==> config.mk <==
export PLATFORM = sky130hd
export DESIGN_NAME = ctpll_skid
export DESIGN_NICKNAME = d
export VERILOG_FILES = /design/src/hw/rtl/carrier_tracking_pll_defines.svh /design/src/hw/rtl/ctpll_pkg.sv /design/src/hw/rtl/ctpll_skid.sv
export SDC_FILE = /design/constraint.sdc
export NUM_CORES = 1
export LEC_CHECK = 0
export ABC_AREA = 0
export BUFFER_PORTS_ARGS = -buffer_cell sky130_fd_sc_hd__buf_2
export CAP_MARGIN = 0
export CORE_MARGIN = 3
export CORE_UTILIZATION = 53
export CTS_CLUSTER_SIZE = 24
export DETAILED_ROUTE_END_ITERATION = 10
export GPL_TIMING_DRIVEN = 0
export PLACE_DENSITY = 0.86
export SETUP_SLACK_MARGIN = 0.3
export SLEW_MARGIN = 20
export SYNTH_ARGS = -nofsm -noshare
export SYNTH_HDL_FRONTEND = slang
export SYNTH_SLANG_ARGS = --single-unit
==> constraint.sdc <==
create_clock -name clk -period 7.6 [get_ports clk]
set_input_delay 1.52 -clock clk [delete_from_list [all_inputs] [get_ports clk]]
set_output_delay 1.52 -clock clk [all_outputs]
set_load 0.02 [all_outputs]
==> src/hw/rtl/carrier_tracking_pll_defines.svh <==
// ----------------------------------------------------------------------------
// Carrier tracking PLL assertion macros
// Shared assertion forms for the carrier tracking PLL. Each macro expects
// signals named clk and rst_n in the scope where it is used.
// ----------------------------------------------------------------------------
`ifndef CARRIER_TRACKING_PLL_DEFINES_SVH
`define CARRIER_TRACKING_PLL_DEFINES_SVH

// Consequent must hold on the clock edge after the antecedent.
`define CTPLL_ASSERT_NEXT(label, ante, cons, msg) \
    label: assert property (@(posedge clk) disable iff (!rst_n) (ante) |=> (cons)) \
        else $error(msg);

// Consequent must hold on the same clock edge as the antecedent.
`define CTPLL_ASSERT_NOW(label, ante, cons, msg) \
    label: assert property (@(posedge clk) disable iff (!rst_n) (ante) |-> (cons)) \
        else $error(msg);

`endif

==> src/hw/rtl/ctpll_pkg.sv <==
// ----------------------------------------------------------------------------
// Carrier tracking PLL package
// Widths, CORDIC constants, register indexes and shared types.
// ----------------------------------------------------------------------------
`timescale 1ns / 1ps

package ctpll_pkg;

    // Data widths.
    localparam int PHASE_BITS   = 16;
    localparam int SAMPLE_BITS  = 16;
    localparam int GAIN_BITS    = 16;
    localparam int LIMIT_BITS   = 15;
    localparam int FREQ_BITS    = 16;
    localparam int TRIG_BITS    = 16;
    localparam int DEMOD_BITS   = 17;

    // CORDIC settings. Angles are 32-bit fractions of a turn.
    localparam int CORDIC_STEPS  = 16;
    localparam int ANGLE_BITS    = 32;
    localparam int VEC_PRESHIFT  = 8;
    localparam int VEC_BITS      = SAMPLE_BITS + VEC_PRESHIFT + 3;
    localparam int ROT_BITS      = 33;
    localparam int ROT_Z_BITS    = ANGLE_BITS + 2;
    localparam int TRIG_FRAC     = 15;

    localparam logic signed [ROT_BITS-1:0] ROT_START = ROT_BITS'(652032874);
    localparam logic [ANGLE_BITS-1:0] HALF_TURN = ANGLE_BITS'(1) << (ANGLE_BITS - 1);
    localparam logic [ANGLE_BITS-1:0] PHASE_ROUND =
        ANGLE_BITS'(1) << (ANGLE_BITS - 1 - PHASE_BITS);

    // Configuration port.
    localparam int APB_ADDR_BITS = 4;
    localparam int APB_DATA_BITS = 32;
    localparam int REG_IDX_BITS  = APB_ADDR_BITS - 2;

    localparam logic [REG_IDX_BITS-1:0] REG_PHASE_GAIN     = REG_IDX_BITS'(0);
    localparam logic [REG_IDX_BITS-1:0] REG_FREQ_GAIN      = REG_IDX_BITS'(1);
    localparam logic [REG_IDX_BITS-1:0] REG_MAX_FREQ_OFFSET = REG_IDX_BITS'(2);

    localparam logic [GAIN_BITS-1:0]  PHASE_GAIN_RESET      = GAIN_BITS'(3277);
    localparam logic [GAIN_BITS-1:0]  FREQ_GAIN_RESET       = GAIN_BITS'(41);
    localparam logic [LIMIT_BITS-1:0] MAX_FREQ_OFFSET_RESET = LIMIT_BITS'(5215);

    // One complex sample; i sits in the low half when packed.
    typedef struct packed {
        logic signed [SAMPLE_BITS-1:0] q;
        logic signed [SAMPLE_BITS-1:0] i;
    } sample_t;

    // Loop configuration.
    typedef struct packed {
        logic [GAIN_BITS-1:0]  phase_gain;
        logic [GAIN_BITS-1:0]  freq_gain;
        logic [LIMIT_BITS-1:0] max_freq_offset;
    } cfg_t;

    // Oscillator state.
    typedef struct packed {
        logic [PHASE_BITS-1:0]        phase;
        logic signed [FREQ_BITS-1:0]  freq;
    } loop_state_t;

    // Arctangent of 2^-k as a 32-bit fraction of a turn.
    function automatic logic [ANGLE_BITS-1:0] cordic_angle(input int unsigned k);
        logic [ANGLE_BITS-1:0] a;
        case (k)
            0:       a = 32'd536870912;
            1:       a = 32'd316933406;
            2:       a = 32'd167458907;
            3:       a = 32'd85004756;
            4:       a = 32'd42667331;
            5:       a = 32'd21354465;
            6:       a = 32'd10679838;
            7:       a = 32'd5340245;
            8:       a = 32'd2670163;
            9:       a = 32'd1335087;
            10:      a = 32'd667544;
            11:      a = 32'd333772;
            12:      a = 32'd166886;
            13:      a = 32'd83443;
            14:      a = 32'd41722;
            15:      a = 32'd20861;
            default: a = '0;
        endcase
        return a;
    endfunction

endpackage

==> src/hw/rtl/ctpll_skid.sv <==
// ----------------------------------------------------------------------------
// Carrier tracking PLL output skid buffer
// Two-entry output stage. Its ready depends only on its own registers, so
// the downstream ready never reaches the upstream side combinationally.
// ----------------------------------------------------------------------------
`timescale 1ns / 1ps

module ctpll_skid (
    input  logic                                    clk,
    input  logic                                    rst_n,
    input  logic                                    in_valid,
    input  logic signed [ctpll_pkg::DEMOD_BITS-1:0] in_data,
    output logic                                    in_ready,
    output logic                                    out_valid,
    output logic signed [ctpll_pkg::DEMOD_BITS-1:0] out_data,
    input  logic                                    out_ready
);

    localparam int DB = ctpll_pkg::DEMOD_BITS;

    logic                   main_valid_reg;
    logic signed [DB-1:0]   main_data_reg;
    logic                   skid_valid_reg;
    logic signed [DB-1:0]   skid_data_reg;
    logic                   accept_in;
    logic                   main_free;

    assign in_ready  = !skid_valid_reg;
    assign accept_in = in_valid && !skid_valid_reg;
    assign main_free = !main_valid_reg || out_ready;

    // Occupancy control.
    always_ff @(posedge clk or negedge rst_n)
    begin
        if (!rst_n)
        begin
            main_valid_reg <= 1'b0;
            skid_valid_reg <= 1'b0;
        end
        else if (main_free)
        begin
            main_valid_reg <= skid_valid_reg || accept_in;
            skid_valid_reg <= 1'b0;
        end
        else if (accept_in)
        begin
            skid_valid_reg <= 1'b1;
        end
    end

    // Data movement; the skid entry drains first to keep order.
    always_ff @(posedge clk)
    begin
        if (main_free)
        begin
            main_data_reg <= skid_valid_reg ? skid_data_reg : in_data;
        end
        else if (accept_in)
        begin
            skid_data_reg <= in_data;
        end
    end

    assign out_valid = main_valid_reg;
    assign out_data  = main_data_reg;

endmodule

## Word-level counts from Yosys, hierarchy flattened

Index checks and enable logic that the tools add are counted.

| word-level totals | value |
|---|---|
| register bits after elaboration | 36 |
| output and inout bits | 19 |

| operators by class | value |
|---|---|
| bitwise gates (word level) | 1 |
| reductions and logical operators | 7 |
| muxes and demuxes | 3 |

Operators by type and width:

| cell | count |
|---|---|
| 2-to-1 mux 17 bit | 1 |
| logical NOT 1 bit | 2 |
| logical OR 1 bit | 2 |
| 2-to-1 mux 1 bit | 2 |
| AND reduction 2 bit | 1 |
| nonzero test 2 bit | 1 |
| logical AND 1 bit | 1 |
| NOT 1 bit | 1 |

## Logic depth before layout (Yosys ltp)

| depth | value |
|---|---|
| depth in word-level cells | 4 |
| depth in mapped cells | 3 |

## Least setup slack after synthesis

Ideal clock, no wire load.

| timing path | value |
|---|---|
| kind | input port to flip-flop |
| start | input out_ready |
| end | register skid_data_reg[0], enable pin |
| arrival time | 3.412 ns |
| stages on the path | 2 |
| path buffers | 0 |
| slack | 3.772 ns |
| library setup time | 0.416 ns |
| required time | 7.184 ns |
| path through | nand2b_1 -> nor3b_1 |

| on the way | value |
|---|---|
| cells in the longest elaborated chain, start to end | 3 |

RTL lines:

| item | RTL line | source |
|---|---|---|
| start, declared | ctpll_skid.sv:16 | `input logic out_ready` |
| logical OR 1 bit | ctpll_skid.sv:30 | `assign main_free = !main_valid_reg \|\| out_ready;` |
| NOT 1 bit (no source line) | -- |  |
| AND reduction 2 bit (no source line) | -- |  |
| end signal, assigned | ctpll_skid.sv:60 | `skid_data_reg <= in_data;` |
| end, declared | ctpll_skid.sv:24 | `logic signed [DB-1:0] skid_data_reg;` |

No other way between the ends.
A chain may end at the register's enable or synchronous reset.

## Worst setup path after layout

| timing path | value |
|---|---|
| start | input out_ready |
| end | register skid_data_reg[16], enable pin |

| on the way | value |
|---|---|
| cells in the longest elaborated chain, start to end | 3 |

RTL lines:

| item | RTL line | source |
|---|---|---|
| logical OR 1 bit | ctpll_skid.sv:30 |  |
| named net main_free | ctpll_skid.sv:26 | `logic main_free;` |
| NOT 1 bit (no source line) | -- |  |
| AND reduction 2 bit (no source line) | -- |  |

The timed path passes the listed nets, and every way through them passes these cells.

==> metrics.log <==
INFO  metric hold_path_class = reg -> reg
INFO  metric synth_top_area_share = 74.1%
INFO  metric yosysMostFrequentCell = sky130_fd_sc_hd__edfxtp_1
INFO  metric cts_root_buf = sky130_fd_sc_hd__clkbuf_4
INFO  metric pre_cts_ws = 4.09 ns
INFO  metric synth_area = 1380 µm²
INFO  metric syn_inst = 61
INFO  metric fin_setup_tns = 0 ns
INFO  metric synth_largest_area_cell = sky130_fd_sc_hd__edfxtp_1
INFO  metric async_flop_share = 5.56%
INFO  metric cts-buffers-inserted = 5
INFO  metric tightestPinTransition = slightly below 0.9 ns
INFO  metric chipHeight = 57.0 µm
INFO  metric worst_slack = between 4 and 5 ns
INFO  metric start_util = between 50% and 60%
INFO  metric port_buffers = 39
INFO  metric count_of_final_hold_check_violations = 0
INFO  metric cts.reportedPaths.clkPinSlew = ~0.10 ns
INFO  metric io-pin-count = 40
INFO  metric cts.repair.resized = 0
INFO  metric drv_cap = 0
INFO  metric critical_path.endpoint_type = flop
INFO  metric netlist_top_cells_area = sky130_fd_sc_hd__edfxtp_1, sky130_fd_sc_hd__mux2_4, sky130_fd_sc_hd__dfrtp_1, sky130_fd_sc_hd__buf_6, sky130_fd_sc_hd__nor2_1
INFO  metric final.min_clock_period = 3.15 ns
INFO  metric drv_slew = 0
INFO  metric place.gp.congestion = 0.673
INFO  metric rsz0062_at_grt = false
INFO  metric drt-vias-per-instance = slightly below 5
INFO  metric design.die.area = 3250 µm²
INFO  metric worst-endpoint-arrival = 3.19 ns
INFO  metric synth_commonest_cells = sky130_fd_sc_hd__edfxtp_1, sky130_fd_sc_hd__mux2_4, sky130_fd_sc_hd__buf_6, sky130_fd_sc_hd__dfrtp_1, sky130_fd_sc_hd__nor2_1
INFO  metric setup-violations-final = 0
INFO  metric clock_sinks = 36
INFO  metric n_antenna_cell = 0
INFO  metric fillers = 161
INFO  metric antenna_violations_before_repair = 0
INFO  metric power.density_cell_area = 227 nW/µm²
INFO  metric number_of_global_route_vias_before_repair = 712
INFO  metric floorplan.die.width = between 50 and 60 µm
INFO  metric clock_skew = roughly 0.0028 ns
INFO  metric fmax = 317 MHz
INFO  metric max-clock-path-buffers = 2
INFO  metric seq_area_frac_synth = slightly below 80%
INFO  metric slew-limit-headroom = between 40 and 50%
INFO  metric crit_required = 7.64 ns
INFO  metric insertion_delay = 0.32 ns
INFO  metric post_cts.repair.setup_buffers = 0
INFO  metric area_growth = 21.2%
INFO  metric first_iter_violations = 10
INFO  metric leakagePower = about 0.69 nW
INFO  metric critical_path_peak_fanout = 20
INFO  metric postRouteWirelength = 1.98 mm
INFO  metric net_count_of_the_mapped_netlist = 82
INFO  metric routed-via-count = 662
INFO  metric avgSynthCellArea = ~23 µm²
INFO  metric rows = 17
INFO  metric ys_dominant_reg_cell = sky130_fd_sc_hd__edfxtp_1
INFO  metric ctsHtreeMaxLevel = 2
INFO  metric synth_enable_flop_cells = 34
INFO  metric drive_above_1_share = 60.2%
INFO  metric core_region_area = 2340 µm²
INFO  metric synth-warning-count = 0
INFO  metric grtUsageTotal = 14.1%
INFO  metric remaining_drc_errors = 0
INFO  metric grt_start_max_net_pins = 21
INFO  metric setup.worst_path.start_class = input pin
INFO  metric finish.utilization = 71.3%
INFO  metric first_pass_grt_wire_length = 3.36 mm
INFO  metric path_class = in -> reg
INFO  metric remaining_global_route_overflow = 0
INFO  metric first_pass_iteration_count_of_the_detailed_router = 2
INFO  metric wl_per_cell = roughly 15 µm
INFO  metric number_of_unique_standard_cell_types_used_by_synthesis = 9
INFO  metric ff_latch_count_synth = 36
INFO  metric antenna_violating_nets_post_route = 0
INFO  metric vdd.ir_drop.worst = ~0.17 mV
INFO  metric nNetsFinal = 129
INFO  metric cts_tree = done
INFO  metric post-route-period-util = 41.5%
INFO  metric cts-hold-fix-buffers = 0
INFO  metric status = completed
==> kinds of logic after synthesis <==
family	after synthesis	synth area share [%]
flops	36	77.7
mux	17	18.5
simple gates	5	1.82
buf+inv	3	1.91
==> through the flow <==
stage	std cells	total power [W]	area [µm²]	hold slack, ns
after floorplan	61	0.000277	1380	0.527
after global placement	128	0.000293	1610	0.533
after detailed placement	129	0.000296	1620	0.534
after CTS	136	0.000382	1670	0.556
after global routing	136	0.000394	1670	0.576
final	136	0.000378	1670	0.556
==> worst paths after layout <==
kind	from	depth (start not counted)	slack (ns)	to
worst max-delay path	out_ready	4	4.45	skid_data_reg[16]
worst min-delay path	skid_data_reg[6]	1	0.56	out_data[6]
worst max register to register	out_valid	3	5.46	skid_data_reg[16]
worst min register to register	skid_data_reg[6]	1	0.56	out_data[6]
max in group asynchronous	rst_n	1	6.54	skid_valid_reg
min in group asynchronous	rst_n	1	0.96	out_valid
==> layout by cell type, fill, tap and decap left out, drive strengths merged <==
cell type | synthesis | layout
dfrtp | 2 | 2
nand2b | 1 | 1
clkbuf | 0 | 5
inv | 1 | 1
nor3b | 1 | 1
nor2 | 2 | 2
clkinv | 0 | 2
mux2 | 17 | 17
buf | 2 | 42
edfxtp | 34 | 34
nand2 | 1 | 1
==> metal layers <==
metal  part of all wire [%]  GRT usage [%]
met5                      0              0
met4                    1.5           6.95
met3                    5.6           4.98
met2                     54           25.1
met1                     39           14.5
==> area by class of cell <==
type                       instances  area [µm²]  share of cell area, %
multi-input combinational         22         285                   17.1
clock buffer                       5        37.5                   2.25
buffer                             2        22.5                   1.35
tap                               28        35.0                   2.10
clock inverter                     2        7.51                  0.450
sequential                        36        1070                   64.2
inverter                           1        3.75                  0.225
timing repair buffer              40         206                   12.4
==> power by group <==
group          internal [W]  switching, W
combinational     0.0000250     0.0000292
sequential         0.000234    0.00000321
clock             0.0000323     0.0000549
total              0.000291     0.0000873
==> worst max-delay path: stages <==
cell	delay [ns]
sky130_fd_sc_hd__buf_2	0.09
sky130_fd_sc_hd__nand2b_1	0.55
sky130_fd_sc_hd__nor3b_2	0.79
sky130_fd_sc_hd__buf_6	0.24
Note: power is estimated with default switching activity, not from simulation.
