## src/hw/rtl/carrier_tracking_pll_defines.svh

```systemverilog
// ----------------------------------------------------------------------------
// Carrier tracking PLL assertion macros
// Shared assertion forms for the carrier tracking PLL. Each macro expects
// signals named clk and rst_n in the scope where it is used.
// ----------------------------------------------------------------------------
`ifndef CARRIER_TRACKING_PLL_DEFINES_SVH
`define CARRIER_TRACKING_PLL_DEFINES_SVH

// Consequent must hold on the clock edge after the antecedent.
`define CTPLL_ASSERT_NEXT(label, ante, cons, msg) \
    label: assert property (@(posedge clk) disable iff (!rst_n) (ante) |=> (cons)) \
        else $error(msg);

// Consequent must hold on the same clock edge as the antecedent.
`define CTPLL_ASSERT_NOW(label, ante, cons, msg) \
    label: assert property (@(posedge clk) disable iff (!rst_n) (ante) |-> (cons)) \
        else $error(msg);

`endif

```

## src/hw/rtl/ctpll_pkg.sv

```systemverilog
// ----------------------------------------------------------------------------
// Carrier tracking PLL package
// Widths, CORDIC constants, register indexes and shared types.
// ----------------------------------------------------------------------------
`timescale 1ns / 1ps

package ctpll_pkg;

    // Data widths.
    localparam int PHASE_BITS   = 16;
    localparam int SAMPLE_BITS  = 16;
    localparam int GAIN_BITS    = 16;
    localparam int LIMIT_BITS   = 15;
    localparam int FREQ_BITS    = 16;
    localparam int TRIG_BITS    = 16;
    localparam int DEMOD_BITS   = 17;

    // CORDIC settings. Angles are 32-bit fractions of a turn.
    localparam int CORDIC_STEPS  = 16;
    localparam int ANGLE_BITS    = 32;
    localparam int VEC_PRESHIFT  = 8;
    localparam int VEC_BITS      = SAMPLE_BITS + VEC_PRESHIFT + 3;
    localparam int ROT_BITS      = 33;
    localparam int ROT_Z_BITS    = ANGLE_BITS + 2;
    localparam int TRIG_FRAC     = 15;

    localparam logic signed [ROT_BITS-1:0] ROT_START = ROT_BITS'(652032874);
    localparam logic [ANGLE_BITS-1:0] HALF_TURN = ANGLE_BITS'(1) << (ANGLE_BITS - 1);
    localparam logic [ANGLE_BITS-1:0] PHASE_ROUND =
        ANGLE_BITS'(1) << (ANGLE_BITS - 1 - PHASE_BITS);

    // Configuration port.
    localparam int APB_ADDR_BITS = 4;
    localparam int APB_DATA_BITS = 32;
    localparam int REG_IDX_BITS  = APB_ADDR_BITS - 2;

    localparam logic [REG_IDX_BITS-1:0] REG_PHASE_GAIN     = REG_IDX_BITS'(0);
    localparam logic [REG_IDX_BITS-1:0] REG_FREQ_GAIN      = REG_IDX_BITS'(1);
    localparam logic [REG_IDX_BITS-1:0] REG_MAX_FREQ_OFFSET = REG_IDX_BITS'(2);

    localparam logic [GAIN_BITS-1:0]  PHASE_GAIN_RESET      = GAIN_BITS'(3277);
    localparam logic [GAIN_BITS-1:0]  FREQ_GAIN_RESET       = GAIN_BITS'(41);
    localparam logic [LIMIT_BITS-1:0] MAX_FREQ_OFFSET_RESET = LIMIT_BITS'(5215);

    // One complex sample; i sits in the low half when packed.
    typedef struct packed {
        logic signed [SAMPLE_BITS-1:0] q;
        logic signed [SAMPLE_BITS-1:0] i;
    } sample_t;

    // Loop configuration.
    typedef struct packed {
        logic [GAIN_BITS-1:0]  phase_gain;
        logic [GAIN_BITS-1:0]  freq_gain;
        logic [LIMIT_BITS-1:0] max_freq_offset;
    } cfg_t;

    // Oscillator state.
    typedef struct packed {
        logic [PHASE_BITS-1:0]        phase;
        logic signed [FREQ_BITS-1:0]  freq;
    } loop_state_t;

    // Arctangent of 2^-k as a 32-bit fraction of a turn.
    function automatic logic [ANGLE_BITS-1:0] cordic_angle(input int unsigned k);
        logic [ANGLE_BITS-1:0] a;
        case (k)
            0:       a = 32'd536870912;
            1:       a = 32'd316933406;
            2:       a = 32'd167458907;
            3:       a = 32'd85004756;
            4:       a = 32'd42667331;
            5:       a = 32'd21354465;
            6:       a = 32'd10679838;
            7:       a = 32'd5340245;
            8:       a = 32'd2670163;
            9:       a = 32'd1335087;
            10:      a = 32'd667544;
            11:      a = 32'd333772;
            12:      a = 32'd166886;
            13:      a = 32'd83443;
            14:      a = 32'd41722;
            15:      a = 32'd20861;
            default: a = '0;
        endcase
        return a;
    endfunction

endpackage

```

## src/hw/rtl/ctpll_vector.sv

```systemverilog
// ----------------------------------------------------------------------------
// Carrier tracking PLL sample angle pipeline
// Registers the incoming sample and finds its angle with a pipelined CORDIC
// vectoring unit, one micro-rotation per stage, rounded to the phase width.
// ----------------------------------------------------------------------------
`timescale 1ns / 1ps

module ctpll_vector (
    input  logic                                clk,
    input  logic                                rst_n,
    input  logic                                en,
    input  logic                                in_valid,
    input  ctpll_pkg::sample_t                  in_sample,
    output logic                                out_valid,
    output logic [ctpll_pkg::PHASE_BITS-1:0]    out_angle,
    output ctpll_pkg::sample_t                  out_sample
);

    localparam int N  = ctpll_pkg::CORDIC_STEPS;
    localparam int VB = ctpll_pkg::VEC_BITS;
    localparam int AB = ctpll_pkg::ANGLE_BITS;
    localparam int PB = ctpll_pkg::PHASE_BITS;

    logic                   in_valid_reg;
    ctpll_pkg::sample_t     in_sample_reg;

    logic signed [VB-1:0]   x_fold;
    logic signed [VB-1:0]   y_fold;
    logic [AB-1:0]          z_fold;
    logic                   zero_fold;

    logic signed [VB-1:0]   x_cur [N];
    logic signed [VB-1:0]   y_cur [N];
    logic [AB-1:0]          z_cur [N];
    logic signed [VB-1:0]   x_next [N];
    logic signed [VB-1:0]   y_next [N];
    logic [AB-1:0]          z_next [N];

    logic signed [VB-1:0]   x_reg [N];
    logic signed [VB-1:0]   y_reg [N];
    logic [AB-1:0]          z_reg [N];
    logic [N-1:0]           zero_reg;
    logic [N-1:0]           vld_reg;
    ctpll_pkg::sample_t     smp_reg [N];

    logic [AB-1:0]          z_round;
    logic [PB-1:0]          angle_next;

    logic                   out_valid_reg;
    logic [PB-1:0]          out_angle_reg;
    ctpll_pkg::sample_t     out_sample_reg;

    // Input register.
    always_ff @(posedge clk or negedge rst_n)
    begin
        if (!rst_n)
        begin
            in_valid_reg <= 1'b0;
        end
        else if (en)
        begin
            in_valid_reg <= in_valid;
        end
    end

    always_ff @(posedge clk)
    begin
        if (en)
        begin
            in_sample_reg <= in_sample;
        end
    end

    // Scale up and fold the left half-plane onto the right by half a turn.
    always_comb
    begin
        x_fold    = VB'(in_sample_reg.i) <<< ctpll_pkg::VEC_PRESHIFT;
        y_fold    = VB'(in_sample_reg.q) <<< ctpll_pkg::VEC_PRESHIFT;
        z_fold    = '0;
        zero_fold = (in_sample_reg.i == '0) && (in_sample_reg.q == '0);
        if (x_fold < 0)
        begin
            x_fold = -x_fold;
            y_fold = -y_fold;
            z_fold = ctpll_pkg::HALF_TURN;
        end
    end

    // One micro-rotation per stage, steering y toward zero.
    always_comb
    begin
        for (int k = 0; k < N; k++)
        begin
            if (k == 0)
            begin
                x_cur[k] = x_fold;
                y_cur[k] = y_fold;
                z_cur[k] = z_fold;
            end
            else
            begin
                x_cur[k] = x_reg[k-1];
                y_cur[k] = y_reg[k-1];
                z_cur[k] = z_reg[k-1];
            end
            if (y_cur[k] > 0)
            begin
                x_next[k] = x_cur[k] + (y_cur[k] >>> k);
                y_next[k] = y_cur[k] - (x_cur[k] >>> k);
                z_next[k] = z_cur[k] + ctpll_pkg::cordic_angle(k);
            end
            else
            begin
                x_next[k] = x_cur[k] - (y_cur[k] >>> k);
                y_next[k] = y_cur[k] + (x_cur[k] >>> k);
                z_next[k] = z_cur[k] - ctpll_pkg::cordic_angle(k);
            end
        end
    end

    // Stage valid bits.
    always_ff @(posedge clk or negedge rst_n)
    begin
        if (!rst_n)
        begin
            vld_reg <= '0;
        end
        else if (en)
        begin
            vld_reg <= {vld_reg[N-2:0], in_valid_reg};
        end
    end

    // Stage payload.
    always_ff @(posedge clk)
    begin
        if (en)
        begin
            for (int k = 0; k < N; k++)
            begin
                x_reg[k] <= x_next[k];
                y_reg[k] <= y_next[k];
                z_reg[k] <= z_next[k];
            end
            zero_reg   <= {zero_reg[N-2:0], zero_fold};
            smp_reg[0] <= in_sample_reg;
            for (int k = 1; k < N; k++)
            begin
                smp_reg[k] <= smp_reg[k-1];
            end
        end
    end

    // Round the angle half up to the phase width; a zero sample has angle zero.
    always_comb
    begin
        z_round    = z_reg[N-1] + ctpll_pkg::PHASE_ROUND;
        angle_next = zero_reg[N-1] ? '0 : z_round[AB-1 -: PB];
    end

    always_ff @(posedge clk or negedge rst_n)
    begin
        if (!rst_n)
        begin
            out_valid_reg <= 1'b0;
        end
        else if (en)
        begin
            out_valid_reg <= vld_reg[N-1];
        end
    end

    always_ff @(posedge clk)
    begin
        if (en)
        begin
            out_angle_reg  <= angle_next;
            out_sample_reg <= smp_reg[N-1];
        end
    end

    assign out_valid  = out_valid_reg;
    assign out_angle  = out_angle_reg;
    assign out_sample = out_sample_reg;

endmodule

```

## config.mk

```make
export PLATFORM = sky130hd
export DESIGN_NAME = ctpll_vector
export DESIGN_NICKNAME = d
export VERILOG_FILES = /design/src/hw/rtl/carrier_tracking_pll_defines.svh /design/src/hw/rtl/ctpll_pkg.sv /design/src/hw/rtl/ctpll_vector.sv
export SDC_FILE = /design/constraint.sdc
export NUM_CORES = 2
export LEC_CHECK = 0
export CELL_PAD_IN_SITES_DETAIL_PLACEMENT = 1
export CELL_PAD_IN_SITES_GLOBAL_PLACEMENT = 2
export CORE_MARGIN = 2
export CORE_UTILIZATION = 40
export CTS_BUF_LIST = sky130_fd_sc_hd__clkbuf_8
export DETAILED_ROUTE_END_ITERATION = 6
export DONT_BUFFER_PORTS = 1
export GPL_ROUTABILITY_DRIVEN = 0
export HOLD_SLACK_MARGIN = 0.12
export PLACE_DENSITY = 0.83
export SLEW_MARGIN = 20
export SYNTH_ARGS = -nofsm -noshare
export SYNTH_HDL_FRONTEND = slang
export SYNTH_SLANG_ARGS = --single-unit
```

## constraint.sdc

```tcl
create_clock -name clk -period 7.3 [get_ports clk]
set_input_delay 1.095 -clock clk [delete_from_list [all_inputs] [get_ports clk]]
set_output_delay 1.095 -clock clk [all_outputs]
set_load 0.01 [all_outputs]
```

# After elaboration in Yosys (flattened, before gate mapping)

Memories as Yosys holds them, arrays and structs flattened. A register that Yosys moved wholly into a read port is not among the register bits.
Index checks and enable logic that the tools add are counted.

Magnitude comparators: 17
Multiplexer cells: 85
$add $sub $neg: 98
Reductions and logical operators: 3

Operator list:

| kind                  | count |
|---|---|
| $mux W32              | 49 |
| $mux W27              | 34 |
| $add A32 B32 Y32      | 16 |
| $sub A32 B32 Y32      | 16 |
| $gt A27 B1 Y1 const B | 16 |
| $add A27 B12 Y27      | 2 |
| $add A27 B13 Y27      | 2 |
| $add A27 B14 Y27      | 2 |
| $add A27 B15 Y27      | 2 |
| $add A27 B16 Y27      | 2 |
| $add A27 B17 Y27      | 2 |
| $add A27 B18 Y27      | 2 |
| $add A27 B19 Y27      | 2 |
| $add A27 B20 Y27      | 2 |
| $add A27 B21 Y27      | 2 |
| $add A27 B22 Y27      | 2 |
| $add A27 B23 Y27      | 2 |
| $add A27 B24 Y27      | 2 |
| $add A27 B25 Y27      | 2 |
| $add A27 B26 Y27      | 2 |
| $neg A24 Y27          | 2 |
| $sub A27 B12 Y27      | 2 |
| $sub A27 B13 Y27      | 2 |
| $sub A27 B14 Y27      | 2 |
| 19 further kinds      | 34 |

Memories kept: 4
Bits in registers: 82
RAM bits: 1888

Memories:

| name    | words | bits a word | read ports | clocked after Yosys merged registers in | write ports | RTL line           | source |
|---|---|---|---|---|---|---|---|
| smp_reg | 16    | 32          | 16         | 1                                       | 16          | ctpll_vector.sv:44 | `ctpll_pkg::sample_t smp_reg [N];` |
| z_reg   | 16    | 32          | 16         | 0                                       | 16          | ctpll_vector.sv:41 | `logic [AB-1:0] z_reg [N];` |
| x_reg   | 16    | 27          | 15         | 0                                       | 16          | ctpll_vector.sv:39 | `logic signed [VB-1:0] x_reg [N];` |
| y_reg   | 16    | 27          | 15         | 0                                       | 16          | ctpll_vector.sv:40 | `logic signed [VB-1:0] y_reg [N];` |

# Depth between registers and ports, before layout

Depth after elaboration: 6
Gate-level depth with buffers: 25
Depth with buffers taken out: 23

# Worst setup path after synthesis

No wires, ideal clock.

Path kind: reg2reg
Start: mem y_reg[0][129] in the netlist's numbering
End: mem x_reg[0][161] in the netlist's numbering (data pin)
Library setup time: 259 ps
Cell stages (with the launch flop): 22
Slack: 1499 ps
Data arrival time: 5542 ps
Buffers on the path: 1
Cell sequence: edfxtp_1 > or4_1 > or3_1 > or3_1 > nor2_1 > a31oi_1 > inv_1 > buf_1 > nor2_1 > xnor2_1 > ha_1 > a21o_1 > a21oi_1 > o21ai_0 > a2111oi_0 > o31ai_1 > a221o_1 > a221oi_1 > o21ai_0 > nand2_1 > a21oi_1 > xnor2_1

RTL lines:

| item            | RTL line |
|---|---|
| start, declared | ctpll_vector.sv:40 |
| end, declared   | ctpll_vector.sv:39 |

==> impl_metrics.toml <==
[outcome]
run_status = "finished clean"

[floorplanning]
initial_core_util_pct = 40.3
placement_rows = 196
dieWidth_um = 540
die-height_um = 540
core_area_sq_mm = 0.286
io_pins = 85
die_area_sq_mm = 0.292

[global_routing]
grt_pass1_wl_um = 490000
grt_util_met3_pct = 2.42
grt_max_degree = 249
global_route.usage.met1_pct = 25.4
first_global_vias = 88123
globalRouteMet2Util_pct = 37.3
all_layer_global_routing_usage_pct = 20.6
grt_busiest_layer = "met2"
overflow_left_after_global_routing = 0
grt_antenna_before_repair = 3

[logic_synthesis]
ys.flop_type = "sky130_fd_sc_hd__edfxtp_1"
avgSynthCellArea_sq_um = 10.8
synth.area.top_cells = "sky130_fd_sc_hd__edfxtp_1, sky130_fd_sc_hd__ha_1, sky130_fd_sc_hd__xnor2_1, sky130_fd_sc_hd__a21oi_1, sky130_fd_sc_hd__xor2_1"
synth_edf_count = 1754
synthArstFlopShare_pct = 1.02
synth_warnings = 0
synth_top_area_share_pct = 45.8
synth-seq-cells = 1772
synthCells = 10687
netlist-cell-type-count = 106
synth-seq-area-share_pct = 46.2
synth_top_area_cell = "sky130_fd_sc_hd__edfxtp_1"
mappedNetlistArea_sq_mm = 0.115

[timing]
finalMaxSlewViolations = 0
clock.fmax_ghz = 0.149
worst_hold_slack_ns = 0.291
final_critical_path_required_period_ns = 6.70
relSlewSlack_pct = 16.6
rsz_0062_raised_after_global_routing = "false"
final_hold_vio_count = 0
finalClockSkew_ns = 0.123
setup_tns_after_final_layout_ns = 0
final.period_utilization_pct = 91.7
max_slew.worst_pin.slew_ns = 1.25
final-setup-viol-count = 0

[detailed_routing]
drt_iter0_markers = 4339
drtPass1Iterations = 6
post_drt_wl_per_cell_um = 20.7
final_ant_viol_nets = 0
drt_drc_violations_left = 0
wirelength_um = 310000
routed-via-count = 83289
via_per_inst = 5.57

[clocking]
h_tree_levels = 5
clock-root-buffer = "sky130_fd_sc_hd__clkbuf_8"
cts_max_path_buffers = 4
tritoncts_clock_tree = "built"
clkLatencyLatePin_ns = 1.05
cts_num_sinks = 1772
post_cts_buffers = 0
clk_pin_slew_ns = 0.06
total_cts_buffers = 318

[setup_path]
setup.worst_path.class = "reg2reg"
crit_fanout = 15
critical_path.startpoint_type = "flop"
cp.arrival_ns = 7.39
crit_chain = "inv_1 -> ha_1 -> nand2_1 -> nor3_2 -> nand3_1 -> nor2_1 -> a31oi_2 -> clkinvlp_4 -> nor2_1 -> xor2_1 -> ha_1 -> a21o_1 -> a21oi_1 -> o21bai_1 -> a2111oi_0 -> o31ai_1 -> nand2_1 -> a311oi_1 -> or3_1 -> a31o_2 -> a21oi_1 -> xnor2_1"
cp_peak_stage_delay_ns = 0.91
critPathTopFamily = "compound AO/OA/AOI/OAI gates"
count_of_buffer_and_inverter_cells_on_the_critical_path = 2
r2r.worst_path.cells = 22
cpMaxStageDelayCell = "sky130_fd_sc_hd__a31oi_2"
cp_data_required_time_ns = 7.99
crit_cells = 22
crit_path_end_kind = "flop"

[worst_hold_path]
holdPathStages = 1
hold_class = "in2reg"

[finish]
final_cell_count_no_fill = 14946
most_common_library_cell_in_the_layout_ignoring_fill_and_taps = "sky130_fd_sc_hd__edfxtp_1"
drive_gt1_share_pct = 5.79
area_growth_syn_to_layout_pct = 9.93
final.fill_count = 31151
most_frequent_cells_in_the_layout = "sky130_fd_sc_hd__edfxtp_1, sky130_fd_sc_hd__ha_1, sky130_fd_sc_hd__xnor2_1"
largest_register_ffs = 512
finish.net_count = 12119

[run]
drv.max_cap_violation_count = 0

[placed_design]
detailedPlacementHpwl_um = 233000
port_buffers = 0
dp_cells = 14340
[per-layer routing]
| layer | part of all wire (%) | wire, um | up-vias |
|---|---|---|---|
| met1 | 44 | 135000 | 40991 |
| li1 | - | - | 40446 |
| met3 | 3.0 | 9320 | 546 |
| met4 | 3.2 | 9910 | 2 |
| met2 | 50 | 155000 | 1304 |
| met5 | 0.0026 | 8 | - |
[synth_stat cells, types with 114 or more instances]
cell                       number
sky130_fd_sc_hd__nor3_1       281
sky130_fd_sc_hd__nand3_1      222
sky130_fd_sc_hd__nor2_1       786
sky130_fd_sc_hd__inv_1        467
sky130_fd_sc_hd__o21bai_1     149
sky130_fd_sc_hd__o21ai_0      565
sky130_fd_sc_hd__o31ai_1      136
sky130_fd_sc_hd__nand2b_1     130
sky130_fd_sc_hd__a21o_1       343
sky130_fd_sc_hd__o21a_1       114
sky130_fd_sc_hd__ha_1        1111
sky130_fd_sc_hd__nor2b_1      114
sky130_fd_sc_hd__nand2_1      650
sky130_fd_sc_hd__edfxtp_1    1754
sky130_fd_sc_hd__xnor2_1      966
sky130_fd_sc_hd__xor2_1       475
sky130_fd_sc_hd__a21oi_1      873
sky130_fd_sc_hd__clkbuf_1     145
[final cells by class]
cell class / count / area [sq um] / area share, %
flip-flops and latches: 1772 / 53100 / 42.0
repair buffers: 98 / 1120 / 0.886
clock inverters: 238 / 1740 / 1.37
clock buffers: 323 / 4450 / 3.51
well taps: 3762 / 4710 / 3.72
multi-input cells: 8271 / 59600 / 47.1
repair inverters: 1 / 5.00 / 0.00396
inverters: 477 / 1790 / 1.42
diodes: 4 / 10.0 / 0.00791
[metrics by stage]
step	util, %	area (sq um)	worst slack [ns]
global route	44.3	127000	0.0892
CTS	44.2	126000	0.344
finish	44.3	127000	0.604
detailed placement	41.9	120000	0.384
floorplan	-	115000	1.50
global placement	41.9	120000	0.407
[timing repair]
| item | CTS | global route |
|---|---|---|
| endpoints found under the setup margin | 0 | 5 |
| endpoints found under the hold margin | 52 | 0 |
| resized for setup | 0 | 2 |
| hold buffers | 34 | 0 |
[path summary, 6_finish.rpt]
kind | from | endpoint | slack (ns)
setup reg to reg | y_reg[0][197] | y_reg[1][26] | 0.60
max in group asynchronous | rst_n | vld_reg[4] | 6.16
min in group asynchronous | rst_n | vld_reg[1] | 0.66
hold / removal | in_valid | in_valid_reg | 0.29
setup / recovery | y_reg[0][197] | y_reg[1][26] | 0.60
hold reg to reg | smp_reg[8][18] | smp_reg[9][18] | 0.38
[kinds of logic after synthesis]
family                   after synthesis  synth area share [%]
AO/OA/AOI/OAI                       2846                  15.8
XOR/XNOR                            1441                  11.0
adder cells (fa/ha/maj)             1148                  12.7
buffers and inverters                646                  2.14
flip-flops                          1772                  46.2
multiplexers                          46                 0.420
other                                  2               0.00653
AND/OR/NAND/NOR                     2786                  11.8
Power is left out: the tool's default activity adds up to more than one toggle a clock period on the data nets, which glitch-free logic cannot reach.
