`src/hw/rtl/carrier_tracking_pll_defines.svh`:
```
// ----------------------------------------------------------------------------
// Carrier tracking PLL assertion macros
// Shared assertion forms for the carrier tracking PLL. Each macro expects
// signals named clk and rst_n in the scope where it is used.
// ----------------------------------------------------------------------------
`ifndef CARRIER_TRACKING_PLL_DEFINES_SVH
`define CARRIER_TRACKING_PLL_DEFINES_SVH

// Consequent must hold on the clock edge after the antecedent.
`define CTPLL_ASSERT_NEXT(label, ante, cons, msg) \
    label: assert property (@(posedge clk) disable iff (!rst_n) (ante) |=> (cons)) \
        else $error(msg);

// Consequent must hold on the same clock edge as the antecedent.
`define CTPLL_ASSERT_NOW(label, ante, cons, msg) \
    label: assert property (@(posedge clk) disable iff (!rst_n) (ante) |-> (cons)) \
        else $error(msg);

`endif

```
`src/hw/rtl/ctpll_pkg.sv`:
```
// ----------------------------------------------------------------------------
// Carrier tracking PLL package
// Widths, CORDIC constants, register indexes and shared types.
// ----------------------------------------------------------------------------
`timescale 1ns / 1ps

package ctpll_pkg;

    // Data widths.
    localparam int PHASE_BITS   = 16;
    localparam int SAMPLE_BITS  = 16;
    localparam int GAIN_BITS    = 16;
    localparam int LIMIT_BITS   = 15;
    localparam int FREQ_BITS    = 16;
    localparam int TRIG_BITS    = 16;
    localparam int DEMOD_BITS   = 17;

    // CORDIC settings. Angles are 32-bit fractions of a turn.
    localparam int CORDIC_STEPS  = 16;
    localparam int ANGLE_BITS    = 32;
    localparam int VEC_PRESHIFT  = 8;
    localparam int VEC_BITS      = SAMPLE_BITS + VEC_PRESHIFT + 3;
    localparam int ROT_BITS      = 33;
    localparam int ROT_Z_BITS    = ANGLE_BITS + 2;
    localparam int TRIG_FRAC     = 15;

    localparam logic signed [ROT_BITS-1:0] ROT_START = ROT_BITS'(652032874);
    localparam logic [ANGLE_BITS-1:0] HALF_TURN = ANGLE_BITS'(1) << (ANGLE_BITS - 1);
    localparam logic [ANGLE_BITS-1:0] PHASE_ROUND =
        ANGLE_BITS'(1) << (ANGLE_BITS - 1 - PHASE_BITS);

    // Configuration port.
    localparam int APB_ADDR_BITS = 4;
    localparam int APB_DATA_BITS = 32;
    localparam int REG_IDX_BITS  = APB_ADDR_BITS - 2;

    localparam logic [REG_IDX_BITS-1:0] REG_PHASE_GAIN     = REG_IDX_BITS'(0);
    localparam logic [REG_IDX_BITS-1:0] REG_FREQ_GAIN      = REG_IDX_BITS'(1);
    localparam logic [REG_IDX_BITS-1:0] REG_MAX_FREQ_OFFSET = REG_IDX_BITS'(2);

    localparam logic [GAIN_BITS-1:0]  PHASE_GAIN_RESET      = GAIN_BITS'(3277);
    localparam logic [GAIN_BITS-1:0]  FREQ_GAIN_RESET       = GAIN_BITS'(41);
    localparam logic [LIMIT_BITS-1:0] MAX_FREQ_OFFSET_RESET = LIMIT_BITS'(5215);

    // One complex sample; i sits in the low half when packed.
    typedef struct packed {
        logic signed [SAMPLE_BITS-1:0] q;
        logic signed [SAMPLE_BITS-1:0] i;
    } sample_t;

    // Loop configuration.
    typedef struct packed {
        logic [GAIN_BITS-1:0]  phase_gain;
        logic [GAIN_BITS-1:0]  freq_gain;
        logic [LIMIT_BITS-1:0] max_freq_offset;
    } cfg_t;

    // Oscillator state.
    typedef struct packed {
        logic [PHASE_BITS-1:0]        phase;
        logic signed [FREQ_BITS-1:0]  freq;
    } loop_state_t;

    // Arctangent of 2^-k as a 32-bit fraction of a turn.
    function automatic logic [ANGLE_BITS-1:0] cordic_angle(input int unsigned k);
        logic [ANGLE_BITS-1:0] a;
        case (k)
            0:       a = 32'd536870912;
            1:       a = 32'd316933406;
            2:       a = 32'd167458907;
            3:       a = 32'd85004756;
            4:       a = 32'd42667331;
            5:       a = 32'd21354465;
            6:       a = 32'd10679838;
            7:       a = 32'd5340245;
            8:       a = 32'd2670163;
            9:       a = 32'd1335087;
            10:      a = 32'd667544;
            11:      a = 32'd333772;
            12:      a = 32'd166886;
            13:      a = 32'd83443;
            14:      a = 32'd41722;
            15:      a = 32'd20861;
            default: a = '0;
        endcase
        return a;
    endfunction

endpackage

```
`src/hw/rtl/ctpll_loop.sv`:
```
// ----------------------------------------------------------------------------
// Carrier tracking PLL loop filter
// Holds oscillator phase and frequency. For each word it forms the phase
// error, updates the clipped frequency and advances the phase.
// ----------------------------------------------------------------------------
`timescale 1ns / 1ps

module ctpll_loop (
    input  logic                                clk,
    input  logic                                rst_n,
    input  logic                                en,
    input  logic                                in_valid,
    input  logic [ctpll_pkg::PHASE_BITS-1:0]    in_angle,
    input  ctpll_pkg::sample_t                  in_sample,
    input  ctpll_pkg::cfg_t                     cfg,
    output logic                                out_valid,
    output logic [ctpll_pkg::PHASE_BITS-1:0]    out_phase,
    output ctpll_pkg::sample_t                  out_sample,
    output ctpll_pkg::loop_state_t              state
);

    localparam int PB = ctpll_pkg::PHASE_BITS;
    localparam int GB = ctpll_pkg::GAIN_BITS;
    localparam int FB = ctpll_pkg::FREQ_BITS;
    localparam int PW = PB + GB + 1;
    localparam int FSUM_W = ((FB > PB + 1) ? FB : PB + 1) + 1;
    localparam logic signed [PW-1:0] GAIN_HALF = PW'(1) << (GB - 1);

    logic [PB-1:0]              phase_reg;
    logic signed [FB-1:0]       freq_reg;
    logic [PB-1:0]              phase_next;
    logic signed [FB-1:0]       freq_next;

    logic signed [PB-1:0]       err;
    logic signed [PW-1:0]       fprod;
    logic signed [PW-1:0]       pprod;
    logic signed [PW-1:0]       fround;
    logic signed [PW-1:0]       pround;
    logic signed [PB:0]         fstep;
    logic signed [PB:0]         pstep;
    logic signed [FSUM_W-1:0]   fsum;
    logic signed [FSUM_W-1:0]   lim;
    logic signed [FSUM_W-1:0]   fclip;

    logic                       out_valid_reg;
    logic [PB-1:0]              out_phase_reg;
    ctpll_pkg::sample_t         out_sample_reg;

    // Phase error wraps to a signed half turn; exactly half a turn is negative.
    always_comb
    begin
        err    = $signed(in_angle - phase_reg);
        fprod  = err * $signed({1'b0, cfg.freq_gain});
        pprod  = err * $signed({1'b0, cfg.phase_gain});
        fround = fprod + GAIN_HALF;
        pround = pprod + GAIN_HALF;
        fstep  = $signed(fround[PW-1:GB]);
        pstep  = $signed(pround[PW-1:GB]);
    end

    // Frequency integrates the error and clips to the configured limit.
    always_comb
    begin
        lim  = $signed(FSUM_W'(cfg.max_freq_offset));
        fsum = FSUM_W'(freq_reg) + FSUM_W'(fstep);
        if (fsum > lim)
        begin
            fclip = lim;
        end
        else if (fsum < -lim)
        begin
            fclip = -lim;
        end
        else
        begin
            fclip = fsum;
        end
        freq_next  = FB'(fclip);
        phase_next = phase_reg + pstep[PB-1:0] + PB'(fclip);
    end

    // Oscillator state moves only when a word passes.
    always_ff @(posedge clk or negedge rst_n)
    begin
        if (!rst_n)
        begin
            phase_reg <= '0;
            freq_reg  <= '0;
        end
        else if (en && in_valid)
        begin
            phase_reg <= phase_next;
            freq_reg  <= freq_next;
        end
    end

    always_ff @(posedge clk or negedge rst_n)
    begin
        if (!rst_n)
        begin
            out_valid_reg <= 1'b0;
        end
        else if (en)
        begin
            out_valid_reg <= in_valid;
        end
    end

    // The word leaves with the phase it was measured against.
    always_ff @(posedge clk)
    begin
        if (en)
        begin
            out_phase_reg  <= phase_reg;
            out_sample_reg <= in_sample;
        end
    end

    assign out_valid   = out_valid_reg;
    assign out_phase   = out_phase_reg;
    assign out_sample  = out_sample_reg;
    assign state.phase = phase_reg;
    assign state.freq  = freq_reg;

endmodule

```
`config.mk`:
```
export PLATFORM = sky130hd
export DESIGN_NAME = ctpll_loop
export DESIGN_NICKNAME = d
export VERILOG_FILES = /design/src/hw/rtl/carrier_tracking_pll_defines.svh /design/src/hw/rtl/ctpll_pkg.sv /design/src/hw/rtl/ctpll_loop.sv
export SDC_FILE = /design/constraint.sdc
export NUM_CORES = 1
export LEC_CHECK = 0
export BUFFER_PORTS_ARGS = -buffer_cell sky130_fd_sc_hd__buf_4
export CAP_MARGIN = 20
export CORE_MARGIN = 3
export CORE_UTILIZATION = 50
export DETAILED_ROUTE_END_ITERATION = 10
export GPL_TIMING_DRIVEN = 0
export HOLD_SLACK_MARGIN = 0.12
export PLACE_DENSITY_LB_ADDON = 0.25
export SETUP_SLACK_MARGIN = 0.3
export SYNTH_ARGS = -nofsm -noshare
export SYNTH_HDL_FRONTEND = slang
export SYNTH_SLANG_ARGS = --single-unit
```
`constraint.sdc`:
```
create_clock -name clk -period 27.4 [get_ports clk]
set_input_delay 4.11 -clock clk [delete_from_list [all_inputs] [get_ports clk]]
set_output_delay 4.11 -clock clk [all_outputs]
set_load 0.05 [all_outputs]
```
# Word level (Yosys, flattened, before mapping)
# Cells that the tools add are included.
[totals]
ff_bits = 81
latch_bits = 0
mem_bits_rw = 0
romBits = 0
input_bits = 99
out_inout_bits = 81
elab_cells = 20
mem_count = 0
[classes]
add_sub_neg = 7
multipliers = 2
n_div = 0
n_lt_le_gt_ge = 2
n_eq_ne = 0
n_shift = 0
mux = 2
n_bitwise = 0
reduce_logical = 1
[op_table]
columns = ["op", "count"]
rows = [
  ["33-bit by 17-bit adder with 33-bit output, second input constant", 1],
  ["16-bit by 17-bit multiplier with 33-bit output", 1],
  ["16-bit adder", 2],
  ["32-bit by 17-bit adder with 32-bit output, second input constant", 1],
  ["16-bit by 17-bit multiplier with 32-bit output", 1],
  ["16-bit two-way mux", 2],
  ["16-bit by 17-bit adder with 18-bit output", 1],
  ["18-bit by 16-bit > comparator with 1-bit output", 1],
  ["18-bit < comparator", 1],
  ["15-bit negation with 18-bit output", 1],
  ["16-bit subtractor", 1],
  ["1-bit logical AND", 1],
]

# Logic depth before layout (Yosys ltp)
# Gate-level depths: netlist (run 1).
[logic_depth]
word_depth = 8
mapped_depth = 69
ltp_nobuf = 67

# Least setup slack after synthesis (run 1)
# OpenSTA, ideal clock, no wires.
[synth_timing]
kind = "input to register"
from = "input in_angle[2] (netlist name)"
to = "register phase_reg[15]"
setup_ps = 83
t_arrival_ps = 17431
t_required_ps = 27317
slack_ps = 9886
path_stages = 60
n_path_buf = 3
path_cell_list = "ha_1 -> nor2b_1 -> o21ai_0 -> a21boi_0 -> o21ai_0 -> a21boi_0 -> o21ai_0 -> a21oi_1 -> a211o_1 -> a2111oi_2 -> clkbuf_1 -> o31a_1 -> fa_1 -> fa_1 -> fa_1 -> fa_1 -> fa_1 -> inv_1 -> [... 24 more ...] -> a31oi_1 -> buf_2 -> buf_4 -> mux2i_1 -> o22ai_1 -> fa_1 -> inv_1 -> ha_1 -> nor2b_1 -> o21ai_0 -> a21boi_0 -> o41ai_1 -> o21ai_0 -> o21ai_0 -> o21bai_1 -> a21oi_1 -> xnor3_1 -> o21ai_0"
[synth_between]
elab_chain_len = 8
word_cells_on_any_way = 12
classes_between = "add/sub: 6; mul: 2; order compare: 2; mux: 2"
[synth_rtl]
columns = ["item", "line_no", "rtl"]
rows = [
  ["start: declaration", "ctpll_loop.sv:13", "input logic [ctpll_pkg::PHASE_BITS-1:0] in_angle,"],
  ["16-bit subtractor *", "ctpll_loop.sv:52", "err = $signed(in_angle - phase_reg);"],
  ["16-bit by 17-bit multiplier with 33-bit output", "ctpll_loop.sv:53", "fprod = err * $signed({1'b0, cfg.freq_gain});"],
  ["33-bit by 17-bit adder with 33-bit output", "ctpll_loop.sv:55", "fround = fprod + GAIN_HALF;"],
  ["16-bit by 17-bit adder with 18-bit output", "ctpll_loop.sv:65", "fsum = FSUM_W'(freq_reg) + FSUM_W'(fstep);"],
  ["18-bit < comparator", "ctpll_loop.sv:70", "else if (fsum < -lim)"],
  ["16-bit two-way mux", "ctpll_loop.sv:70", ""],
  ["16-bit two-way mux", "ctpll_loop.sv:66", "if (fsum > lim)"],
  ["16-bit adder *", "ctpll_loop.sv:79", "phase_next = phase_reg + pstep[PB-1:0] + PB'(fclip);"],
  ["end signal: assignment", "ctpll_loop.sv:92", "phase_reg <= phase_next;"],
  ["end: declaration", "ctpll_loop.sv:29", "logic [PB-1:0] phase_reg;"],
]
# Mark *: on every way between the ends. The rest lies on a longest branch, timed or not.
# A chain may end at the register's enable or synchronous reset.

# Final worst setup path (run 1)
# Ends and elaborated chain as after synthesis.

==> metrics.md, run 1 <==
| Metric | Value |
|---|---|
| Outcome | `finished clean` |
| DR pass1 iterations | `5` |
| Required time worst endpoint | `27.66 ns` |
| Normalized max-slew margin | `22.0%` |
| Cell family with most CP delay | `compound AO/OA/AOI/OAI gates` |
| CTS-repair resized insts | `0` |
| Pre-CTS setup slack | `6.27 ns` |
| R2R Setup Slk | `9.54 ns` |
| CP max stage delay | `0.90 ns` |
| Cell Rows | `78` |
| Worst setup path start | `in_angle[2]` |
| Syn Inst Count | `2615` |
| Postcts setup bufs | `0` |
| DR iter-0 viols | `1352` |
| Max Slew Vio Count | `0` |
| Max H-tree Level | `3` |
| Max-Cap Viols | `0` |
| Synthesized area | `0.0236 sq mm` |
| Worst Hold Class | `flip-flop to flip-flop` |
| Reg2Reg Depth | `62` |
| Startpoint types | `input pin` |
| Synth area leader | `fa_1` |
| Final Cycle Share | `77.3%` |
| Port bufs | `179` |
| Clock Tree Buf Depth | `2` |
| Antenna violations before repair | `3` |
| Final setup TNS | `0 ns` |
| Grt ovf | `0` |
| Slew @ Worst Pin | `1.16 ns` |
| Synth Register Bits | `81` |
| Post-synth ARST share | `40.7%` |
| Worst EP arrival | `21.43 ns` |
| Critical path class | `input pin to flip-flop` |
| Die width | `223 um` |
| Dominant cells by area after synthesis | `fa_1 34%, ha_1 17%, inv_1 9.1%` |
| Synth unique cells | `79` |
| CTS tree | `done` |
| Ys flop type | `edfxtp_1` |
| WP depth | `62` |
| Die ar. | `0.0498 sq mm` |
| Register area share after synthesis | `9.61%` |
| Synth Warn # | `0` |
| RePlAce Congestion | `0.995` |
| RSZ-0062 raised after global routing | `false` |
| Num ports | `180` |
| Fin crit period | `21.17 ns` |
| Clk slew on worst S/H paths | `0.07 ns` |
| Share of cells above drive strength 1 | `7.90%` |
| Wire length per cell | `20.5 um` |
| CP Buf/Inv Count | `12` |
| Syn_nets | `3432` |
| Final ANT Viol Nets | `0` |
| Fmax achieved | `47.2 MHz` |
| Placed instance area | `0.0257 sq mm` |
| Layout Skew | `0.0168 ns` |
| Share of the synthesized area in the top cell type | `34.3%` |
| Nets@finish | `3622` |
| DP HPWL | `58400 um` |
| Fin. Hold Viols | `0` |
| TritonCTS Sinks | `81` |
| Endpoints failing setup | `0` |
| Highest-count cells in the layout ignoring fill and taps | `572 x inv_1, 404 x fa_1, 314 x ha_1` |
| Hold buffers post-CTS | `0` |
| CP max stage cell | `xnor2_1` |
| Cts bufs inserted | `9` |
| Root Driver | `clkbuf_16` |
| Crit. End Element | `flip-flop` |
| Post-synth EDFFs | `48` |
| Drc violations | `0` |
| Max reg flops | `32` |
| Antenna diodes | `0` |
| Clk_lat worst skew | `0.36 ns` |
| Die Height | `223 um` |
| CORE AREA | `0.0460 sq mm` |
| Layout area overhead | `10.2%` |
| Fin area | `0.0260 sq mm` |
| Synth Area per Inst | `9.02 sq um` |
| DR vias | `19071` |
| Worst Slack Setup Final | `6.23 ns` |
| Total GRT Usage | `28.5%` |
| Final WL | `69800 um` |
| Global-route wire length before repair | `111000 um` |
| Most common cell on crit path | `inv_1` |
| Critical path fanouts, max | `10` |
| Launching point of the worst reg2reg path | `phase_reg[2]` |
| Number of global-route vias before repair | `20513` |
| R2R Path End | `phase_reg[15]` |
| Largest net degree at the start of global routing | `52` |
| Via-to-Cell Ratio | `5.59` |
| Initial Utilization | `51.3%` |
| Critical path capture point | `phase_reg[15]` |
| Commonest non-fill, non-tap cell in the layout | `inv_1` |
-- worst register-to-register path, delay by kind of cell (launching register included) --
| kind | cells | cell delay (ns) |
|---|---|---|
| buffers and inverters | 12 | 1.92 |
| XOR/XNOR | 4 | 1.78 |
| AO/OA/AOI/OAI | 24 | 6.91 |
| AND/OR/NAND/NOR | 8 | 1.66 |
| flip-flops | 1 | 0.42 |
| multiplexers | 1 | 0.48 |
| adder cells (fa/ha/maj) | 13 | 4.59 |
-- worst min path at each step --
stage | start | endpoint | slack (ns) | cells past startpoint
after CTS | phase_reg[7] | out_phase[7] | 0.48 | 0
after global routing | phase_reg[7] | out_phase[7] | 0.50 | 0
after detailed placement | phase_reg[7] | out_phase[7] | 0.48 | 0
final | phase_reg[7] | out_phase[7] | 0.48 | 0
after floorplan | out_valid | out_valid | 0.75 | 2
after global placement | phase_reg[7] | out_phase[7] | 0.47 | 0
-- routing by layer --
layer  wire (um)  share of wire [%]  up-vias  GRT usage [%]
met5          62              0.089        -              0
met4        4030                5.8        4           14.1
met3        5750                8.2      205           5.86
met2       32700                 47      781           47.2
met1       27200                 39     9469           35.6
li1            -                  -     8612              -
-- area by class of cell --
class | count | area (sq um)
fill | 4212 | 20000
multi-input combinational | 1853 | 18700
sequential | 81 | 2270
inverter | 572 | 2150
timing repair buffer | 179 | 1340
tap | 600 | 751
buffer | 109 | 419
clock buffer | 10 | 229
clock inverter | 6 | 75.1
-- cells by family after synthesis --
kind of cell	Yosys count	synth area share (%)
and+or+nand+nor	727	15.6
xor gates and xnor gates	77	2.92
AOI/OAI and AO/OA	300	8.70
adders and majority gates	719	51.0
buffers and inverters	681	10.9
DFF	81	9.61
muxes	30	1.31
-- cells in the mapped netlist, types with 22 or more instances --
cell	number
edfxtp_1	48
nor3_1	25
o31ai_1	25
inv_1	572
nor2b_1	56
xnor2_1	56
mux2i_1	24
dfrtp_1	33
ha_1	314
and2_1	148
nor2_1	80
nand2b_1	50
nand3_1	24
a21o_1	22
and3_1	34
clkbuf_1	100
o21ai_0	58
nand2_1	270
fa_1	404
a21oi_1	57
-- metrics by stage --
stage                     instances  hold slack (ns)  utilization, %
after floorplan                2615            0.748               -
after global placement         3394            0.470            55.9
after detailed placement       3394            0.479            55.9
after CTS                      3410            0.481            56.5
after global routing           3410            0.497            56.5
final                          3410            0.476            56.5
Power of run 1 is left out: the tool's default activity adds up to more than one toggle a clock period on the data nets, which glitch-free logic cannot reach.
==> inputs of run 2 (changes only) <==
- clock period: 27.4 -> 17.5 ns (I/O delays scaled with it)
==> run 2 against run 1 <==
  * Routed wire length rose by 1.7%
  * Global-route usage rose by 0.22 points
  * Count of clock-buffer cells in the layout did not move
  * Register-to-register slack got worse by 7.1 ns
  * First-iteration DRC count rose by 4.5%
  * Cell count rose by 0.56%
  * Non-clock buffer count rose by 18
  * Cell area rose by 2.8%
  * Highest routed layer is now met4
==> metrics.md, run 2 (synthesized netlist as in run 1, its figures left out) <==
| Metric | Value |
|---|---|
| Normalized max-slew margin | `41.1%` |
| Die Height | `223 um` |
| CP max stage cell | `fa_1` |
| Number of global-route vias before repair | `20607` |
| Max-Cap Viols | `0` |
| Fin crit period | `16.83 ns` |
| DR vias | `19250` |
| Hold endpoint | `out_phase[7]` |
| Worst hold start | `phase_reg[7]` |
| Max Slew Vio Count | `0` |
| Clock Tree Buf Depth | `2` |
| Fmax achieved | `59.4 MHz` |
| Fin. Hold Viols | `0` |
| Filler Cell Count | `4130` |
| Total GRT Usage | `28.7%` |
| Antenna violations before repair | `0` |
| Post-layout util | `58.1%` |
| Cell Rows | `78` |
| Critical path fanouts, max | `10` |
| Most common cell on crit path | `fa_1` |
| Largest net degree at the start of global routing | `52` |
| TritonCTS Sinks | `81` |
| RSZ-0062 raised after global routing | `false` |
| Launching point of the worst reg2reg path | `phase_reg[1]` |
| Hold buffers post-CTS | `0` |
| R2R Setup Slk | `2.45 ns` |
| CP max stage delay | `0.59 ns` |
| Hold depth | `0` |
| R2R Path End | `phase_reg[15]` |
| Final Cycle Share | `96.2%` |
| Global-route wire length before repair | `112000 um` |
| Layout area overhead | `13.2%` |
| Endpoints failing setup | `0` |
| Initial Utilization | `51.3%` |
| Fin area | `0.0267 sq mm` |
| Hold WS | `0.477 ns` |
| Final WL | `71000 um` |
| Layout Skew | `0.0144 ns` |
| Cts bufs inserted | `9` |
| Outcome | `finished clean` |
| Area occupied by multi-input gates | `0.0192 sq mm` |
| RePlAce Congestion | `0.995` |
| Clk_lat worst skew | `0.36 ns` |
| Num ports | `180` |
| Placed instance area | `0.0257 sq mm` |
| Nets@finish | `3640` |
| Max H-tree Level | `3` |
| Required time worst endpoint | `17.70 ns` |
| Grt ovf | `0` |
| Slew @ Worst Pin | `0.884 ns` |
| Highest-count cells in the layout ignoring fill and taps | `572 x inv_1, 404 x fa_1, 312 x ha_1` |
| Final ANT Viol Nets | `0` |
| Sequential Area | `0.00227 sq mm` |
| Share of cells above drive strength 1 | `11.7%` |
| Wire length per cell | `20.7 um` |
| Die ar. | `0.0498 sq mm` |
| Critical path class | `input pin to flip-flop` |
| Root Driver | `clkbuf_16` |
| DR iter-0 viols | `1413` |
| CORE AREA | `0.0460 sq mm` |
| Port bufs | `179` |
| Crit. End Element | `flip-flop` |
| CP Buf/Inv Count | `7` |
| Startpoint types | `input pin` |
| Commonest non-fill, non-tap cell in the layout | `inv_1` |
| Worst Hold Class | `flip-flop to flip-flop` |
| Max reg flops | `32` |
| Die width | `223 um` |
| Cell family with most CP delay | `compound AO/OA/AOI/OAI gates` |
| Worst EP arrival | `17.03 ns` |
| DR pass1 iterations | `6` |
| Drc violations | `0` |
| CTS tree | `done` |
| Clk slew on worst S/H paths | `0.07 ns` |
| DP HPWL | `58400 um` |
| Via-to-Cell Ratio | `5.61` |
| Reg2Reg Depth | `57` |
==> run 2: changes by cell type in the layout (fill, tap and decap cells not counted), sizes merged <==
cell,before,now
buf,188,212
clkbuf,110,104
diode,0,1
==> run 2: routing by layer <==
metal  vias to the layer above  share of wire, %  wire (um)  global-route usage (%)
met1                      9625                40      28100                    36.8
met2                       801                49      34700                    49.5
met4                         0               4.2       2960                    10.4
li1                       8651                 -          -                       -
met3                       173               7.3       5180                    4.29
met5                         -                 0          0                       0
==> run 2: repair_timing <==
action | 4_1_cts | 5_1_grt
gates resized for setup | 70 | 90
endpoints found under the setup margin | 14 | 11
pin swaps | 7 | 20
setup buffers | 8 | 10
==> run 2: cell type report <==
cell class	count	share of cell area (%)
well taps	600	2.81
repair buffers	197	5.54
clock buffers	10	0.858
multi-input cells	1853	72.1
clock inverters	6	0.281
inverters	572	8.04
plain buffers	109	1.91
diodes	1	0.00937
flip-flops and latches	81	8.49
==> run 2: worst max path at each step <==
stage / slack, ns / depth (start not counted) / endpoint / start
final: 0.67 / 57 / phase_reg[15] / in_angle[1]
after global placement: -2.07 / 64 / phase_reg[15] / in_angle[0]
after CTS: 0.31 / 61 / phase_reg[15] / in_angle[0]
after global routing: 0.19 / 61 / phase_reg[15] / in_angle[1]
after floorplan: 1.47 / 60 / phase_reg[15] / in_angle[2]
after detailed placement: -2.14 / 64 / phase_reg[15] / in_angle[0]
==> run 2: per-stage QoR <==
stage                     instances  setup TNS [ns]  setup WS, ns
after global placement         3394          -16.85         -2.07
after global routing           3428               0         0.194
after CTS                      3418               0         0.306
after detailed placement       3394          -17.69         -2.14
after floorplan                2615               0          1.47
final                          3429               0         0.668
Power of run 2 is left out for the same reason.
==> inputs of run 3 (changes only) <==
- CORE_UTILIZATION: 50 -> 58
==> run 3 against run 2 <==
  * Fmax up 0.51%
  * Critical endpoint is now phase_reg[14]
  * Die area decreased by 13%
  * Global-route usage grew 3.8 points
  * Non-clock buffer count rose by 1
  * First-iteration DRC count is 1.1% higher
  * Clock skew down 0.00098 ns
  * Via count increased by 0.50%
  * Utilization is 8.6 points higher
  * Sequential cell count did not move
  * Largest cell class unchanged
  * Worst hold slack better by 0.023 ns
  * Register-to-register slack better by 0.15 ns
==> metrics.md, run 3 (synthesized netlist as in run 1, its figures left out) <==
| Metric | Value |
|---|---|
| Outcome | `finished clean` |
| Endpoints failing setup | `0` |
| Commonest non-fill, non-tap cell in the layout | `inv_1` |
| Share of cells above drive strength 1 | `12.1%` |
| DR iter-0 viols | `1428` |
| Sequential Area | `0.00227 sq mm` |
| RSZ-0062 raised after global routing | `true` |
| Final WL | `69000 um` |
| Grt ovf | `0` |
| DR vias | `19347` |
| Antenna diodes | `0` |
| Filler Cell Count | `3261` |
| Max reg flops | `32` |
| Antenna violations before repair | `1` |
| Layout area overhead | `13.0%` |
| RePlAce Congestion | `0.948` |
| CORE AREA | `0.0399 sq mm` |
| Critical path class | `input pin to flip-flop` |
| Worst setup path start | `in_angle[1]` |
| Max-Cap Viols | `0` |
| Clock Tree Buf Depth | `2` |
| Highest-count cells in the layout ignoring fill and taps | `571 x inv_1, 404 x fa_1, 311 x ha_1` |
| CP max stage cell | `fa_1` |
| Pre-CTS setup slack | `-2.75 ns` |
| Via-to-Cell Ratio | `5.77` |
| Clk_lat worst skew | `0.36 ns` |
| Final ANT Viol Nets | `0` |
| Clk slew on worst S/H paths | `0.07 ns` |
| Number of global-route vias before repair | `20905` |
| Largest net degree at the start of global routing | `52` |
| Total GRT Usage | `32.5%` |
| Root Driver | `clkbuf_16` |
| Launching point of the worst reg2reg path | `phase_reg[1]` |
| Worst Slack Setup Final | `0.753 ns` |
| Initial Utilization | `59.1%` |
| Startpoint types | `input pin` |
| Layout Skew | `0.0134 ns` |
| Max Slew Vio Count | `0` |
| Wire length per cell | `20.6 um` |
| Worst EP arrival | `16.97 ns` |
| Drc violations | `0` |
| Fin crit period | `16.75 ns` |
| Die width | `208 um` |
| Worst Hold Class | `flip-flop to flip-flop` |
| CTS tree | `done` |
| Port bufs | `179` |
| Die ar. | `0.0431 sq mm` |
| Final Cycle Share | `95.7%` |
| Die Height | `208 um` |
| TritonCTS Sinks | `81` |
| Cts bufs inserted | `9` |
| Fin. Hold Viols | `0` |
| Normalized max-slew margin | `49.7%` |
| Max H-tree Level | `3` |
| Area occupied by multi-input gates | `0.0192 sq mm` |
| Num ports | `180` |
| Critical path fanouts, max | `10` |
| Fmax achieved | `59.7 MHz` |
| Most common cell on crit path | `fa_1` |
| DR pass1 iterations | `5` |
| Global-route wire length before repair | `111000 um` |
| CP max stage delay | `0.62 ns` |
| Slew @ Worst Pin | `0.754 ns` |
| Crit. End Element | `flip-flop` |
| DP HPWL | `57300 um` |
| Worst hold start | `phase_reg[14]` |
| Cell Rows | `73` |
| Required time worst endpoint | `17.72 ns` |
| Nets@finish | `3641` |
==> run 3: cell type report <==
cell class              count  area share, %
repair buffers            198           5.58
clock buffers               9          0.846
multi-input cells        1853           72.3
clock inverters             7          0.357
inverters                 572           8.06
well taps                 525           2.47
flip-flops and latches     81           8.51
plain buffers             109           1.91
==> run 3: worst paths after layout <==
path | endpoint | slack (ns) | cells after the start
min in group asynchronous | freq_reg[13] | 2.24 | 1
worst min-delay path | out_phase[14] | 0.50 | 0
worst max-delay path | phase_reg[14] | 0.75 | 61
max in group asynchronous | phase_reg[5] | 14.87 | 1
worst min register to register | out_phase[14] | 0.50 | 0
worst max register to register | phase_reg[14] | 2.60 | 61
==> run 3: stage by stage <==
step / instance area, sq um / util (%) / hold WS, ns / setup TNS [ns] / instances
floorplan: 23600 / - / 0.748 / 0 / 2615
finish: 26600 / 66.7 / 0.500 / 0 / 3354
CTS: 26300 / 65.8 / 0.499 / 0 / 3340
global route: 26600 / 66.7 / 0.516 / 0 / 3354
global placement: 25600 / 64.1 / 0.481 / -22.36 / 3319
detailed placement: 25600 / 64.1 / 0.479 / -23.53 / 3319
==> run 3: what timing repair did <==
action	CTS	global route
setup endpoints to repair	15	9
setup buffers	5	14
pin swaps	6	21
hold buffers	0	0
resized for setup	80	87
endpoints found under the hold margin	0	0
==> run 3: metal layers <==
| metal | track usage (%) | wire length (um) |
|---|---|---|
| met5 | 0 | 0 |
| met4 | 16.4 | 4210 |
| met3 | 4.07 | 5110 |
| met2 | 54.5 | 32900 |
| met1 | 42.0 | 26800 |
==> run 3: worst max-delay path: cells and delay by family <==
family	cells	cell delay (ns)
compound gates	28	5.44
xor+xnor	3	0.65
fa+ha+maj	13	5.44
mux	1	0.26
simple gates	9	1.58
buf+inv	7	0.89
Power of run 3 is left out for the same reason.
